$ cat src/hw/rtl/frl_pkg.sv
package frl_pkg;

  localparam int TS_W       = 64;
  localparam int RATE_W     = 6;
  localparam int IV_W       = 30;
  localparam int DIG_W      = 4;
  localparam int NUM_DIG    = TS_W / DIG_W;
  localparam int DIG_CNT_W  = $clog2(NUM_DIG);
  localparam int DIV_CNT_W  = $clog2(TS_W);

  localparam logic [RATE_W-1:0] RATE_RESET = RATE_W'(30);

  typedef enum logic [2:0] {
    ST_IDLE,
    ST_ADD,
    ST_DECIDE,
    ST_DIV,
    ST_SUB,
    ST_FIN
  } state_t;

  typedef struct packed {
    logic take;
    logic last_dig;
    logic div_go;
    logic emit;
  } ctrl_t;

  // 1e9 / rate, truncated; rate 0 maps to 0, and its frames skip the arithmetic
  function automatic logic [IV_W-1:0] interval_of(input logic [RATE_W-1:0] rate);
    logic [IV_W-1:0] iv;
    unique case (rate)
      6'd1:  iv = 30'd1000000000;
      6'd2:  iv = 30'd500000000;
      6'd3:  iv = 30'd333333333;
      6'd4:  iv = 30'd250000000;
      6'd5:  iv = 30'd200000000;
      6'd6:  iv = 30'd166666666;
      6'd7:  iv = 30'd142857142;
      6'd8:  iv = 30'd125000000;
      6'd9:  iv = 30'd111111111;
      6'd10: iv = 30'd100000000;
      6'd11: iv = 30'd90909090;
      6'd12: iv = 30'd83333333;
      6'd13: iv = 30'd76923076;
      6'd14: iv = 30'd71428571;
      6'd15: iv = 30'd66666666;
      6'd16: iv = 30'd62500000;
      6'd17: iv = 30'd58823529;
      6'd18: iv = 30'd55555555;
      6'd19: iv = 30'd52631578;
      6'd20: iv = 30'd50000000;
      6'd21: iv = 30'd47619047;
      6'd22: iv = 30'd45454545;
      6'd23: iv = 30'd43478260;
      6'd24: iv = 30'd41666666;
      6'd25: iv = 30'd40000000;
      6'd26: iv = 30'd38461538;
      6'd27: iv = 30'd37037037;
      6'd28: iv = 30'd35714285;
      6'd29: iv = 30'd34482758;
      6'd30: iv = 30'd33333333;
      6'd31: iv = 30'd32258064;
      6'd32: iv = 30'd31250000;
      6'd33: iv = 30'd30303030;
      6'd34: iv = 30'd29411764;
      6'd35: iv = 30'd28571428;
      6'd36: iv = 30'd27777777;
      6'd37: iv = 30'd27027027;
      6'd38: iv = 30'd26315789;
      6'd39: iv = 30'd25641025;
      6'd40: iv = 30'd25000000;
      6'd41: iv = 30'd24390243;
      6'd42: iv = 30'd23809523;
      6'd43: iv = 30'd23255813;
      6'd44: iv = 30'd22727272;
      6'd45: iv = 30'd22222222;
      6'd46: iv = 30'd21739130;
      6'd47: iv = 30'd21276595;
      6'd48: iv = 30'd20833333;
      6'd49: iv = 30'd20408163;
      6'd50: iv = 30'd20000000;
      6'd51: iv = 30'd19607843;
      6'd52: iv = 30'd19230769;
      6'd53: iv = 30'd18867924;
      6'd54: iv = 30'd18518518;
      6'd55: iv = 30'd18181818;
      6'd56: iv = 30'd17857142;
      6'd57: iv = 30'd17543859;
      6'd58: iv = 30'd17241379;
      6'd59: iv = 30'd16949152;
      6'd60: iv = 30'd16666666;
      6'd61: iv = 30'd16393442;
      6'd62: iv = 30'd16129032;
      6'd63: iv = 30'd15873015;
      default: iv = '0;
    endcase
    return iv;
  endfunction

endpackage

$ cat src/hw/rtl/frl_divider.sv
// Restoring divider, one quotient bit per cycle; only the remainder is kept.
module frl_divider (
  input  logic                         clk,
  input  logic                         rst,
  input  logic                         start,
  input  logic [frl_pkg::TS_W-1:0]     dividend,
  input  logic [frl_pkg::IV_W-1:0]     divisor,
  output logic                         done,
  output logic [frl_pkg::IV_W-1:0]     rem
);

  logic                           busy;
  logic [frl_pkg::DIV_CNT_W-1:0]  cnt;
  logic [frl_pkg::TS_W-1:0]       dvd;
  logic [frl_pkg::IV_W:0]         trial;
  logic [frl_pkg::IV_W:0]         diff;
  logic                           fits;

  assign trial = {rem, dvd[frl_pkg::TS_W-1]};
  assign diff  = trial - {1'b0, divisor};
  assign fits  = trial >= {1'b0, divisor};

  always_ff @(posedge clk) begin
    if (rst) begin
      busy <= 1'b0;
      done <= 1'b0;
      cnt  <= '0;
    end else begin
      done <= 1'b0;
      if (start) begin
        busy <= 1'b1;
        cnt  <= '0;
      end else if (busy) begin
        cnt <= cnt + 1'b1;
        if (cnt == frl_pkg::DIV_CNT_W'(frl_pkg::TS_W - 1)) begin
          busy <= 1'b0;
          done <= 1'b1;
        end
      end
    end
  end

  always_ff @(posedge clk) begin
    if (start) begin
      dvd <= dividend;
      rem <= '0;
    end else if (busy) begin
      dvd <= {dvd[frl_pkg::TS_W-2:0], 1'b0};
      rem <= fits ? diff[frl_pkg::IV_W-1:0] : trial[frl_pkg::IV_W-1:0];
    end
  end

endmodule

$ cat src/hw/rtl/frame_rate_limiter_top.sv
// Restart, non-positive timestamp or rate 0: from idle straight to ST_FIN, which emits once the output is free.
// First frame, far-behind restart or early (dropped) frame: ST_ADD pass, ST_DECIDE, then ST_FIN.
// Late frame: also ST_DIV and ST_SUB; 64-step serial remainder plus two 16-digit nibble-serial passes.
// One frame in flight: the next transfer is taken once the result of the last has been emitted.
// Synchronous reset: rate 30, no schedule, output empty, no drop pending.
module frame_rate_limiter_top (
  input  logic                              clk,
  input  logic                              rst,
  input  logic                              cfg_wr_en,
  input  logic [frl_pkg::RATE_W-1:0]        cfg_wr_data,
  input  logic                              in_valid,
  output logic                              in_stall,
  input  logic                              restart,
  input  logic signed [frl_pkg::TS_W-1:0]   presentation_time,
  output logic                              out_valid,
  input  logic                              out_stall,
  output logic                              drop
);

  frl_pkg::state_t state, state_next;
  frl_pkg::ctrl_t  ctrl;

  logic [frl_pkg::RATE_W-1:0]     fps;
  logic [frl_pkg::TS_W-1:0]       deadline;
  logic                           sched;
  logic [frl_pkg::TS_W-1:0]       ts_sh;
  logic [frl_pkg::TS_W-1:0]       dl_sh;
  logic [frl_pkg::TS_W-1:0]       iv_sh;
  logic [frl_pkg::TS_W-1:0]       sum_sh;
  logic [frl_pkg::TS_W-1:0]       diff_sh;
  logic [frl_pkg::IV_W-1:0]       iv;
  logic                           c_sum;
  logic                           b_diff;
  logic                           b_lt;
  logic                           b_sub;
  logic [frl_pkg::DIG_CNT_W-1:0]  dig_cnt;
  logic                           res_drop;
  logic                           trivial;

  logic [frl_pkg::DIG_W:0] add_d;
  logic [frl_pkg::DIG_W:0] diff_d;
  logic [frl_pkg::DIG_W:0] lt_d;
  logic [frl_pkg::DIG_W:0] sub_d;

  logic                       div_done;
  logic [frl_pkg::IV_W-1:0]   div_rem;

  assign trivial = (presentation_time == '0) || presentation_time[frl_pkg::TS_W-1]
                   || (fps == '0);

  // nibble-serial arithmetic, least significant digit first
  assign add_d  = {1'b0, ts_sh[frl_pkg::DIG_W-1:0]} + {1'b0, iv_sh[frl_pkg::DIG_W-1:0]}
                  + {{frl_pkg::DIG_W{1'b0}}, c_sum};
  assign diff_d = {1'b0, ts_sh[frl_pkg::DIG_W-1:0]} - {1'b0, dl_sh[frl_pkg::DIG_W-1:0]}
                  - {{frl_pkg::DIG_W{1'b0}}, b_diff};
  assign lt_d   = {1'b0, add_d[frl_pkg::DIG_W-1:0]} - {1'b0, dl_sh[frl_pkg::DIG_W-1:0]}
                  - {{frl_pkg::DIG_W{1'b0}}, b_lt};
  assign sub_d  = {1'b0, sum_sh[frl_pkg::DIG_W-1:0]} - {1'b0, iv_sh[frl_pkg::DIG_W-1:0]}
                  - {{frl_pkg::DIG_W{1'b0}}, b_sub};

  frl_divider u_div (
    .clk      (clk),
    .rst      (rst),
    .start    (ctrl.div_go),
    .dividend (diff_sh),
    .divisor  (iv),
    .done     (div_done),
    .rem      (div_rem)
  );

  always_comb begin
    ctrl          = '0;
    ctrl.take     = (state == frl_pkg::ST_IDLE) && in_valid;
    ctrl.last_dig = dig_cnt == frl_pkg::DIG_CNT_W'(frl_pkg::NUM_DIG - 1);
    ctrl.div_go   = (state == frl_pkg::ST_DECIDE) && sched && !b_lt && !b_diff;
    ctrl.emit     = (state == frl_pkg::ST_FIN) && (!out_valid || !out_stall);
    in_stall      = state != frl_pkg::ST_IDLE;
  end

  always_comb begin
    state_next = state;
    unique case (state)
      frl_pkg::ST_IDLE: begin
        if (ctrl.take) begin
          state_next = (restart || trivial) ? frl_pkg::ST_FIN : frl_pkg::ST_ADD;
        end
      end
      frl_pkg::ST_ADD: begin
        if (ctrl.last_dig) state_next = frl_pkg::ST_DECIDE;
      end
      frl_pkg::ST_DECIDE: begin
        state_next = ctrl.div_go ? frl_pkg::ST_DIV : frl_pkg::ST_FIN;
      end
      frl_pkg::ST_DIV: begin
        if (div_done) state_next = frl_pkg::ST_SUB;
      end
      frl_pkg::ST_SUB: begin
        if (ctrl.last_dig) state_next = frl_pkg::ST_FIN;
      end
      frl_pkg::ST_FIN: begin
        if (ctrl.emit) state_next = frl_pkg::ST_IDLE;
      end
      default: state_next = frl_pkg::ST_IDLE;
    endcase
  end

  always_ff @(posedge clk) begin
    if (rst) begin
      state     <= frl_pkg::ST_IDLE;
      fps       <= frl_pkg::RATE_RESET;
      sched     <= 1'b0;
      out_valid <= 1'b0;
      dig_cnt   <= '0;
    end else begin
      state <= state_next;
      if (cfg_wr_en) fps <= cfg_wr_data;

      if (ctrl.emit) begin
        out_valid <= 1'b1;
      end else if (!out_stall) begin
        out_valid <= 1'b0;
      end

      if (ctrl.take) begin
        dig_cnt <= '0;
        if (restart) sched <= 1'b0;
      end else if (state == frl_pkg::ST_ADD || state == frl_pkg::ST_SUB) begin
        dig_cnt <= dig_cnt + 1'b1;
      end else if (state == frl_pkg::ST_DECIDE) begin
        dig_cnt <= '0;
        if (!sched || b_lt) sched <= 1'b1;
      end
    end
  end

  always_ff @(posedge clk) begin
    if (rst) begin
      deadline <= '0;
    end else if (state == frl_pkg::ST_DECIDE && (!sched || b_lt)) begin
      // empty schedule or far behind: restart at timestamp + interval
      deadline <= sum_sh;
    end else if (state == frl_pkg::ST_SUB) begin
      // late frame: deadline = timestamp + interval - (timestamp - deadline) mod interval
      deadline <= {sub_d[frl_pkg::DIG_W-1:0], deadline[frl_pkg::TS_W-1:frl_pkg::DIG_W]};
    end
  end

  // datapath
  always_ff @(posedge clk) begin
    if (ctrl.emit) drop <= res_drop;

    unique case (state)
      frl_pkg::ST_IDLE: begin
        ts_sh    <= presentation_time;
        dl_sh    <= deadline;
        iv       <= frl_pkg::interval_of(fps);
        iv_sh    <= {{(frl_pkg::TS_W - frl_pkg::IV_W){1'b0}}, frl_pkg::interval_of(fps)};
        c_sum    <= 1'b0;
        b_diff   <= 1'b0;
        b_lt     <= 1'b0;
        res_drop <= 1'b0;
      end
      frl_pkg::ST_ADD: begin
        ts_sh   <= ts_sh >> frl_pkg::DIG_W;
        dl_sh   <= dl_sh >> frl_pkg::DIG_W;
        iv_sh   <= iv_sh >> frl_pkg::DIG_W;
        sum_sh  <= {add_d[frl_pkg::DIG_W-1:0], sum_sh[frl_pkg::TS_W-1:frl_pkg::DIG_W]};
        diff_sh <= {diff_d[frl_pkg::DIG_W-1:0], diff_sh[frl_pkg::TS_W-1:frl_pkg::DIG_W]};
        c_sum   <= add_d[frl_pkg::DIG_W];
        b_diff  <= diff_d[frl_pkg::DIG_W];
        b_lt    <= lt_d[frl_pkg::DIG_W];
      end
      frl_pkg::ST_DECIDE: begin
        b_sub <= 1'b0;
        // live schedule, not far behind, timestamp short of the deadline
        if (sched && !b_lt && b_diff) res_drop <= 1'b1;
      end
      frl_pkg::ST_DIV: begin
        if (div_done) begin
          iv_sh <= {{(frl_pkg::TS_W - frl_pkg::IV_W){1'b0}}, div_rem};
        end
      end
      frl_pkg::ST_SUB: begin
        sum_sh <= sum_sh >> frl_pkg::DIG_W;
        iv_sh  <= iv_sh >> frl_pkg::DIG_W;
        b_sub  <= sub_d[frl_pkg::DIG_W];
      end
      frl_pkg::ST_FIN: begin
      end
      default: begin
      end
    endcase
  end

endmodule

$ cat config.mk
export PLATFORM = sky130hd
export DESIGN_NAME = frame_rate_limiter_top
export DESIGN_NICKNAME = d
export VERILOG_FILES = /design/src/hw/rtl/frl_pkg.sv /design/src/hw/rtl/frl_divider.sv /design/src/hw/rtl/frame_rate_limiter_top.sv
export SDC_FILE = /design/constraint.sdc
export NUM_CORES = 1
export LEC_CHECK = 0
export ABC_AREA = 1
export BUFFER_PORTS_ARGS = -buffer_cell sky130_fd_sc_hd__buf_2
export CAP_MARGIN = 20
export CELL_PAD_IN_SITES_DETAIL_PLACEMENT = 0
export CELL_PAD_IN_SITES_GLOBAL_PLACEMENT = 1
export CORE_ASPECT_RATIO = 1.2
export CORE_MARGIN = 2
export CORE_UTILIZATION = 40
export CTS_CLUSTER_DIAMETER = 50
export CTS_CLUSTER_SIZE = 28
export DETAILED_ROUTE_END_ITERATION = 7
export PLACE_DENSITY_LB_ADDON = 0.1
export SLEW_MARGIN = 20
export SYNTH_ARGS = -nofsm -noshare
export SYNTH_HDL_FRONTEND = slang
export SYNTH_HIERARCHICAL = 1
export SYNTH_SLANG_ARGS = --single-unit
$ cat constraint.sdc
create_clock -name clk -period 4.85 [get_ports clk]
set_input_delay 0.97 -clock clk [delete_from_list [all_inputs] [get_ports clk]]
set_output_delay 0.97 -clock clk [all_outputs]
set_load 0.005 [all_outputs]
Word-level counts from Yosys, hierarchy flattened
Memory sizes are Yosys's and may differ from the RTL's. A register that Yosys moved wholly into a read port is not among the register bits. Cells that the tools add are included.

Bits in registers: 507. Memories: 2. Bits of input ports: 76. ROM bits: 3840.

Equal/unequal tests: 16. Bitwise operators: 1. Multiplexer cells: 39. $lt $le $gt $ge: 1. Add/sub/neg operators: 11. Reductions and logical operators: 41.

Memory list: (no name shown) (depth 64, bits a word 30, read ports 1, clocked after memory_dff 1, write ports 0, line frl_pkg.sv:32) `unique case (rate)`; (no name shown) (depth 64, bits a word 30, read ports 1, clocked after memory_dff 1, write ports 0, line frl_pkg.sv:32).

Operators with widths (number): $pmux W64 S2 (3); $mux W64 (5); $pmux W64 S3 (1); $logic_not A64 Y1 (1); $ge A31 B30 Y1 (1); $mux W30 (1); $sub A30 B30 Y30 (1); $mux W3 (7); $pmux W3 S6 (1); $reduce_bool A2 Y1 (9); $sub A4 B4 Y5 (3); $sub A5 B1 Y5 (3); $mux W1 (12); $mux W6 (2); $ne A2 B2 Y1 const B (6); $pmux W1 S2 (5); $logic_and A1 B1 Y1 (8); $mux W4 (2); $add A6 B1 Y6 const B (1); $eq A3 B2 Y1 const B (2); $eq A3 B3 Y1 const B (2); $eq A6 B6 Y1 const B (1); $logic_not A6 Y1 (1); $logic_or A1 B1 Y1 (6); other kinds (15) (25).

Longest topological paths before layout
Depth after elaboration: 7. Mapped depth: 16. Mapped depth without buffers: 15.

Cells and area by module
Netlist, hierarchy kept.

By module, submodules not included: frame_rate_limiter_top (instances 1, area an instance 20571.0 um2, cells an instance 2270, sequential area each 11851.4 um2); frl_divider (instances 1, area an instance 6824.0 um2, cells an instance 1013, sequential area each 2682.6 um2).

Worst setup path after synthesis
No wires, ideal clock.

Kind: flip-flop to flip-flop. From: register state[2]. To: register b_diff, enable pin. Stages on the path, launching flop included: 7. Data arrival time: 3.376 ns. Path slack: 0.334 ns. Library setup time: 1.140 ns. Cell sequence: dfxtp_1 -> buf_2 -> nor3_4 -> inv_2 -> clkbuf_1 -> clkbuf_1 -> nand2_1.

Word-level cells in the longest chain between the ends: 2. Elaborated cells on any way between the ends: 3. Those cells by class: eq/ne (1); reduce/logical (2).

Ends and longest elaborated chain: from (decl) (line frame_rate_limiter_top.sv:20) `frl_pkg::state_t state, state_next;`; from (signal assigned) (line frame_rate_limiter_top.sv:109) `state <= frl_pkg::ST_IDLE;`; from (signal assigned) (line frame_rate_limiter_top.sv:115) `state <= state_next;`; $eq A3 B1 Y1 / $logic_not A3 Y1 (equally long branches) (line frame_rate_limiter_top.sv:152) `unique case (state)`; $reduce_bool A2 Y1 (no source line) (*); to (signal assigned) (line frame_rate_limiter_top.sv:170) `b_diff <= diff_d[frl_pkg::DIG_W];`; to (decl) (line frame_rate_limiter_top.sv:33) `logic b_diff;`.

Every way passes the cells marked *; elsewhere a longest branch is shown, timed or not. A chain may end at the register's enable or synchronous reset.

==> results.json <==
{
  "outcome": "finished clean",
  "synth-edff-count": 386,
  "grt_first_pass_wirelength_um": 130000,
  "synth_area_leaders": "edfxtp_1 42%, nand2_1 17%, dfxtp_1 11%",
  "worstSkewPairLatency_ps": 630,
  "die-area_sq_mm": 0.0706,
  "io_pins": 79,
  "worst_pin_slew_ps": 1050,
  "syn_nets": 3445,
  "cp.arrival_ps": 3410,
  "vias": 22600,
  "grt_usage": 0.237,
  "met2_usage": 0.391,
  "cpMostUsedCell": "inv_1",
  "crit_chain": "inv_1 > ha_1 > nor2_1 > inv_1 > nand2_1 > o21ai_0 > o221ai_1 > o211ai_1",
  "clock-root-buffer": "clkbuf_16",
  "drt_first_pass_iters": 5,
  "vias_per_cell": 5.28,
  "clock_skew_ps": 52.3,
  "p_total_mw": 17.1,
  "cp-start-kind": "flop",
  "ant_nets": 0,
  "drv_slew": 0,
  "top_usage_layer": "met2",
  "synth_top_area_share": 0.423,
  "max_clock_freq_ghz": 0.323,
  "clockBufferDepth": 3,
  "dp_slack_ps": 1530,
  "grt_pass1_vias": 21900,
  "wire_per_inst_um": 19.9,
  "crit_fanout": 11,
  "ctsHtreeMaxLevel": 2,
  "cap_viol_max_count": 0,
  "hold_buffers": 0,
  "relSlewSlack": 0.299,
  "yosysMostFrequentCell": "nand2_1",
  "nets": 3481,
  "whs_ps": 445,
  "ys_ff_latch": 533,
  "dpl.hpwl_um": 59800,
  "use_met1": 0.312,
  "ys_seq_area_frac": 0.531,
  "hold_class": "flop to flop",
  "syn_to_final_growth_pct": 12.0,
  "crit_family": "flip-flops",
  "cts.sinks": 533,
  "cts_buffers": 57,
  "postSynthCellCount": 3283,
  "grt_antenna_before_repair": 1,
  "ir_drop_uv": 454,
  "die_w_um": 243,
  "core_area_sq_mm": 0.0681,
  "path_buf_inv": 2,
  "p_leak_nw": 13.1,
  "cts_setup_buffers": 0,
  "clkTransAtPathRegs_ps": 70,
  "synthArstFlopShare": 0,
  "ys_top_cells_by_count": "1277 x nand2_1, 386 x edfxtp_1, 292 x inv_1",
  "placement_rows": 105,
  "crit_type": "flop to flop",
  "io_buffer_count": 78,
  "hold_viol": 0,
  "initial_core_util": 0.403,
  "gp_congestion": 0.958,
  "cts_tree": "yes",
  "slowest_stage": "dfxtp_1",
  "yosysTopAreaCell": "edfxtp_1",
  "rsz0062_at_grt": "false",
  "syn_area_sq_mm": 0.0274,
  "netlist-cell-type-count": 56,
  "grt_max_degree": 194,
  "worst_slack_ps": 1750,
  "finalCritPeriodShare": 0.638,
  "drive_above_1_share": 0.0849,
  "drc": 0,
  "cp-end-kind": "flop",
  "p_per_area_mw_per_mm2": 559,
  "setup_viol": 0,
  "ys.flop_type": "edfxtp_1",
  "wl_um": 85200,
  "synth.avg_cell_area_sq_um": 8.34,
  "grt_overflow_total": 0,
  "worstPathRequired_ps": 5160,
  "fp.dieH_um": 291,
  "finalCriticalPeriod_ps": 3100,
  "grt_util_met3": 0.0360,
  "drt_iter0_drc": 1845,
  "antenna_cells": 0,
  "tns_ps": 0,
  "cpPeakStageDelay_ps": 790,
  "ys_warn_count": 6,
  "cts_resized": 0
}
## metrics by stage
stage,util,cell area (sq um),std cells
3_3_place_gp,0.421,28700,4169
2_1_floorplan,-,27400,3283
3_5_place_dp,0.421,28700,4169
5_1_grt,0.451,30700,4277
4_1_cts,0.451,30700,4277
6_report,0.451,30700,4277
## cells by family after synthesis
| kind of cell | share of synthesized area |
|---|---|
| xor gates and xnor gates | 0.00671 |
| buffers and inverters | 0.0657 |
| AOI/OAI and AO/OA | 0.0957 |
| adders and majority gates | 0.0412 |
| and+or+nand+nor | 0.260 |
| DFF | 0.531 |
## placed cells by master (no fill, tap or decap), drive strengths merged, types with 4 or more instances in the layout
master	count
inv	322
xnor2	16
o21bai	5
o31ai	10
nor2	248
clkinv	19
fa	7
o21ai	128
dfxtp	147
nand2	1282
edfxtp	386
o22ai	9
nand3	175
a31oi	70
o2111ai	4
o221ai	14
a22o	4
o211ai	24
xor2	5
clkinvlp	6
a211oi	5
or2	7
ha	79
nor3	29
a21oi	116
nand4	13
clkbuf	61
nand3b	6
a22oi	34
buf	116
## final timing paths
path                            cells past startpoint            startpoint  slack, ps              endpoint
worst max-delay path                                8   fps[0]$_SDFFE_PP0P_       1750       iv[2]$_DFFE_PP_
worst min-delay path                                0  sum_sh[25]$_DFFE_PN_        440  sum_sh[21]$_DFFE_PN_
worst max register to register                      8   fps[0]$_SDFFE_PP0P_       1750       iv[2]$_DFFE_PP_
worst min register to register                      0  sum_sh[25]$_DFFE_PN_        440  sum_sh[21]$_DFFE_PN_
## flip-flops by register name, indices dropped and copies added, names as in the netlist, 6 cells and up, named ones only
register,cells
deadline,64
sum_sh,64
u_div/dvd,64
diff_sh,64
iv,30
u_div/cnt,6
ts_sh,64
u_div/rem,30
iv_sh,30
dl_sh,64
fps,6
## final cells by class
class                           instances  area (sq um)
Sequential cell                       533         14500
Fill cell                            6865         37400
Multi-Input combinational cell       2308         11100
Inverter                              303          1140
Timing Repair Buffer                  116           728
Clock buffer                           61          1440
Clock inverter                         47           574
Tap cell                              909          1140
## metal layers
layer	part of all wire	vias to the layer above
met5	0	-
met4	0.044	0
met3	0.054	187
met2	0.47	681
met1	0.43	10800
li1	-	11000
## report_power, final
group / switching (mW) / leakage [nW] / internal (mW)
Clock: 2.11 / 0.963 / 2.45
Combinational: 3.52 / 7.14 / 1.41
Sequential: 0.702 / 5.02 / 6.94
Total: 6.33 / 13.1 / 10.8
## worst reg2reg max path: stages, from the launching register on
cell,delay (ps)
dfxtp_1,790
inv_1,350
ha_1,480
nor2_1,380
inv_1,140
nand2_1,160
o21ai_0,100
o221ai_1,230
o211ai_1,180
No activity file was read; power rests on OpenSTA's default activity.
